**config.mk**
```make
export PLATFORM = sky130hd
export DESIGN_NAME = dsae_ctrl
export DESIGN_NICKNAME = d
export VERILOG_FILES = /design/src/hdl/dsae_pkg.sv /design/src/hdl/dsae_ctrl.sv
export SDC_FILE = /design/constraint.sdc
export NUM_CORES = 1
export LEC_CHECK = 0
export ABC_AREA = 0
export BUFFER_PORTS_ARGS = -buffer_cell sky130_fd_sc_hd__buf_2
export CAP_MARGIN = 5
export CORE_MARGIN = 10
export CORE_UTILIZATION = 25
export CTS_CLUSTER_DIAMETER = 60
export DETAILED_ROUTE_END_ITERATION = 8
export PLACE_DENSITY = 0.4
export SLEW_MARGIN = 20
export SYNTH_ARGS = -nofsm -noshare
export SYNTH_HDL_FRONTEND = slang
export SYNTH_SLANG_ARGS = --single-unit
```
**constraint.sdc**
```tcl
create_clock -name clk -period 2.7 [get_ports clk]
set_input_delay 0.405 -clock clk [delete_from_list [all_inputs] [get_ports clk]]
set_output_delay 0.405 -clock clk [all_outputs]
set_load 0.005 [all_outputs]
```
**src/hdl/dsae_pkg.sv**
```systemverilog
`timescale 1ns / 1ps
package dsae_pkg;
	localparam int unsigned ROUNDS = 4;
	localparam int unsigned RND_W = $clog2(ROUNDS * 8 + 1);

	localparam logic [2:0] ACT_INIT = 3'd0;
	localparam logic [2:0] ACT_ABSORB = 3'd1;
	localparam logic [2:0] ACT_ENC = 3'd2;
	localparam logic [2:0] ACT_DEC = 3'd3;
	localparam logic [2:0] ACT_FIN = 3'd4;
	localparam logic [2:0] ACT_VERIFY = 3'd5;

	localparam logic [1:0] KIND_DATA = 2'd0;
	localparam logic [1:0] KIND_TAG = 2'd1;
	localparam logic [1:0] KIND_VERIFY = 2'd2;

	localparam logic [2:0] REG_ABS_TAG = 3'd4;
	localparam logic [2:0] REG_ENC_TAG = 3'd5;

	typedef enum logic [2:0] {
		ST_IDLE, ST_PERM, ST_APPLY, ST_INJECT, ST_OUT
	} state_t;

	// controller to datapath
	typedef struct packed {
		logic load;      // capture input item
		logic step;      // one column or diagonal step
		logic apply;     // apply word op to state
		logic inject;    // xor lengths
		logic tag_out;   // present tag word
	} cmd_t;

	// datapath to controller
	typedef struct packed {
		logic        perm_first;   // item needs permutation before apply
		logic        is_fin;
		logic        has_out;      // apply gives a result
		logic        ignore;
	} sts_t;

	function automatic logic [63:0] byte_mask(input logic [3:0] n);
		logic [63:0] m;
		m = '0;
		for (int i = 0; i < 8; i++) if (n > 4'(i)) m[i*8 +: 8] = 8'hFF;
		return m;
	endfunction

	function automatic logic [63:0] rotr(input logic [63:0] x, input int c);
		return (x >> c) | (x << (64 - c));
	endfunction

	// one G function on four words
	function automatic logic [255:0] gmix(input logic [63:0] a, b, c, d);
		logic [63:0] ta, tb, tc, td;
		ta = a + b; td = rotr(d ^ ta, 32);
		tc = c + td; tb = rotr(b ^ tc, 24);
		ta = ta + tb; td = rotr(td ^ ta, 16);
		tc = tc + td; tb = rotr(tb ^ tc, 63);
		return {ta, tb, tc, td};
	endfunction
endpackage

```
**src/hdl/dsae_ctrl.sv**
```systemverilog
`timescale 1ns / 1ps
module dsae_ctrl (
	input  logic            clk,
	input  logic            arst_n,
	input  logic            in_valid,
	output logic            in_ready,
	output logic            out_valid,
	input  logic            out_ready,
	output logic            last,
	output logic [1:0]      tag_sel,
	output dsae_pkg::cmd_t  cmd,
	input  dsae_pkg::sts_t  sts
);
	import dsae_pkg::*;

	state_t st_q, st_d;
	logic [RND_W-1:0] cnt_q;
	logic second_q;
	logic [1:0] tsel_q;
	logic ov_q, last_q;
	logic perm_done;

	assign perm_done = cnt_q == RND_W'(ROUNDS * 2 - 1);
	assign in_ready = st_q == ST_IDLE && !ov_q;
	assign out_valid = ov_q;
	assign last = last_q;
	// select the word that the next tag load presents
	assign tag_sel = ov_q ? tsel_q + 2'd1 : tsel_q;

	// next state
	always_comb begin
		st_d = st_q;
		case (st_q)
			ST_IDLE: if (in_valid && in_ready && !sts.ignore)
				st_d = sts.perm_first ? ST_PERM : ST_APPLY;
			ST_PERM: if (perm_done) begin
				if (sts.is_fin) st_d = second_q ? ST_OUT : ST_INJECT;
				else st_d = ST_APPLY;
			end
			ST_INJECT: st_d = ST_PERM;
			ST_APPLY: st_d = ST_IDLE;
			ST_OUT: if (!ov_q || out_ready) begin
				if (tsel_q == 2'd3 && ov_q) st_d = ST_APPLY;
			end
			default: st_d = ST_IDLE;
		endcase
	end

	// commands
	always_comb begin
		cmd = '0;
		cmd.load = st_q == ST_IDLE && in_valid && in_ready;
		cmd.step = st_q == ST_PERM;
		cmd.inject = st_q == ST_INJECT;
		cmd.apply = st_q == ST_APPLY;
		cmd.tag_out = st_q == ST_OUT && (!ov_q || out_ready)
			&& !(ov_q && tsel_q == 2'd3);
	end

	// sequencing registers and result valid
	always_ff @(posedge clk or negedge arst_n) begin
		if (!arst_n) begin
			st_q <= ST_IDLE;
			cnt_q <= '0;
			second_q <= 1'b0;
			tsel_q <= '0;
			ov_q <= 1'b0;
			last_q <= 1'b0;
		end else begin
			st_q <= st_d;
			if (st_q == ST_PERM) cnt_q <= perm_done ? '0 : cnt_q + RND_W'(1);
			if (cmd.load) begin
				second_q <= 1'b0;
				tsel_q <= '0;
			end
			if (st_q == ST_INJECT) second_q <= 1'b1;
			if (ov_q && out_ready) ov_q <= 1'b0;
			if (cmd.tag_out) begin
				ov_q <= 1'b1;
				if (ov_q) tsel_q <= tsel_q + 2'd1;
				last_q <= ov_q ? (tsel_q == 2'd2) : 1'b0;
			end
			if (cmd.apply && sts.has_out && !sts.is_fin) begin
				ov_q <= 1'b1;
				last_q <= 1'b1;
			end
		end
	end
endmodule

```
==> results.cfg <==
[hold_path]
hold_class = in2async

[synthesis]
synth.area.top_cells = dfrtp_1 (42%), ha_1 (4.5%), a21o_1 (2.7%), buf_6 (2.7%), nand4_4 (2.6%)
async_reset_ff_share_pct = 100
synth-edff-count = 0
ys_types = 39
ys_warn_count = 0
avgSynthCellArea_sq_um = 10.8
ys_ff_latch = 14
ys_seq_area_share_pct = 42.2
netlist.area_leader.share_pct = 42.2
syn_inst = 77
yosysMostFrequentCell = dfrtp_1
syn_nets = 88
synth_top_area_cell = dfrtp_1
synth_common_cells = dfrtp_1 (14), inv_1 (4), nand3_1 (4)
ys.flop_type = dfrtp_1
syn_area_sq_um = 831

[clock_network]
cts_tree = yes
cts_setup_buffers = 0
worstSkewPairLatency_ps = 280
cts_sinks = 14
cts_buffer_depth = 2
cts_root_buf = clkbuf_4
htreeDepth = 1
clk_pin_slew_ps = 90
cts_resized = 0
cts_buffers = 3
cts_hold_buffers = 0

[cells_and_area]
final_core_util_pct = 31.1
syn2layout_area_growth_pct = 17.0
drive_above_1_share_pct = 34.0
antenna_cells = 0
regArea_sq_um = 350
multiInputGateArea_sq_um = 430
nets = 106
fillers = 345

[sta]
rsz0062_at_grt = false
slew_violations = 0
max_slew_margin_pct = 59.3
fin_skew_ps = 0.488
tightest_slew_ps = 606
setup_violations = 0
hold_viol = 0
period_minus_slack_ps = 2100
fmax_mhz = 477
fin_crit_sh_pct = 77.7
tns_ps = 0

[critical_path]
cpPeakStageDelay_ps = 540
worst_setup_path_end_kind = primary output
crit_path_cell_trace = nand2b_1, or4_4, inv_1, buf_2
crit_type = reg2out
worstPathMaxFanout = 11
critical_path_required_ps = 2300
cp_slowest_cell = dfrtp_1
crit_path_start_kind = register
critPathArrivalTime_ps = 1690

[drt]
drt_iter0_markers = 23
ant_nets = 0
drc_errors = 0
vias = 611
via_per_inst = 4.43
wirelength_um = 1830
wl_per_cell_um = 13.3
drtPass1Iterations = 4

[floorplan]
dieArea_sq_um = 6030
initial_core_util_pct = 26.6
die_y_um = 77.6
fp-row-count = 20
io_pins = 18
fp.coreArea_sq_um = 3130
chipWidth_um = 77.6

[placed_design]
portBuffers = 17
dpl.hpwl_um = 1410
gp_congestion = 0.715

[global_routing]
grt_overflow = 0
grt_max_degree = 15
first_global_vias = 636
grt_pass1_wl_um = 3170
antenna_found_initial = 0
track_usage_pct = 6.63

[power_and_ir_drop]
powerDensity_nw_per_um2 = 886
cellLeakagePower_nw = 0.467
vdd_ir_drop_max_mv = 0.293

[status]
status = completed

[run]
drv_cap = 0
==> worst max-delay path: cells and delay by family, from the launching register on <==
family                 cells  cell delay, ps
flip-flops                 1             540
buffers and inverters      2             170
AND/OR/NAND/NOR            2             700
==> worst paths after layout <==
| kind | startpoint | slack [ps] | endpoint | cells past startpoint |
|---|---|---|---|---|
| max | out_valid$_DFFE_PN0P_ | 600 | cmd[4] | 4 |
| min | arst_n | 2 | tsel_q[1]$_DFF_PN0_ | 1 |
| max reg2reg | cnt_q[0]$_DFFE_PN0P_ | 1100 | cnt_q[3]$_DFFE_PN0P_ | 5 |
| min reg2reg | cnt_q[5]$_DFFE_PN0P_ | 480 | cnt_q[5]$_DFFE_PN0P_ | 1 |
| max in group asynchronous | arst_n | 2460 | last$_DFFE_PN0P_ | 1 |
| min in group clk | sts[1] | 420 | out_valid$_DFFE_PN0P_ | 3 |
==> per-layer routing <==
layer  part of all wire [%]  vias to the layer above  global-route usage [%]
li1                       -                      314                       -
met1                     54                      280                    9.27
met2                     40                       15                    8.13
met3                    5.1                        2                    3.00
met4                   0.98                        0                    3.28
met5                      0                        -                       0
==> metrics by stage <==
| stage | total power [mW] | worst slack (ps) | hold WS, ps | instance area, sq um | std cells |
|---|---|---|---|---|---|
| 2_1_floorplan | 0.629 | 1090 | 109 | 831 | 77 |
| 3_3_place_gp | 0.716 | 939 | 336 | 936 | 134 |
| 3_5_place_dp | 0.720 | 918 | 332 | 936 | 134 |
| 4_1_cts | 0.883 | 578 | 8.22 | 972 | 138 |
| 5_1_grt | 0.946 | 497 | 9.92 | 972 | 138 |
| 6_report | 0.862 | 602 | 2.03 | 972 | 138 |
==> cells in the final DEF, fill, tap and decap left out, types with 2 or more instances in the layout <==
cell type / count
buf_2: 17
dfrtp_1: 14
inv_1: 4
nand3_1: 4
nand2b_1: 3
o21ai_0: 3
nand2_1: 3
a21o_1: 3
a21oi_1: 3
ha_1: 3
clkbuf_4: 3
xor2_1: 2
mux2i_1: 2
nor4_1: 2
nor2_1: 2
nor3_1: 2
xnor2_1: 2
==> power by group <==
group / total, mW / switching, mW / leakage (nW) / internal [mW]
registers: 0.397 / 0.115 / 0.175 / 0.281
logic: 0.309 / 0.137 / 0.271 / 0.172
clock network: 0.156 / 0.0739 / 0.0210 / 0.0820
total: 0.862 / 0.326 / 0.467 / 0.535
==> kinds of logic (layout without fill, tap and decap cells) <==
family / count (synthesis) / in the layout / synth area share (%)
and+or+nand+nor: 29 / 29 / 25.0
AOI/OAI and AO/OA: 16 / 16 / 14.3
DFF: 14 / 14 / 42.2
buffers and inverters: 8 / 25 / 6.02
xor gates and xnor gates: 4 / 4 / 4.22
adders and majority gates: 3 / 3 / 4.52
muxes: 3 / 3 / 3.77
==> flip-flops by register name, summed over array words and instances, names as in the netlist <==
register	cells
st_q	3
tsel_q	2
out_valid	1
last	1
second_q	1
cnt_q	6
==> layout make-up <==
class / count / area share (%)
multi-input combinational: 55 / 44.3
timing repair buffer: 17 / 8.75
clock buffer: 4 / 3.73
sequential: 14 / 36.0
tap: 44 / 5.66
inverter: 4 / 1.54
(Power assumes the default switching activity.)
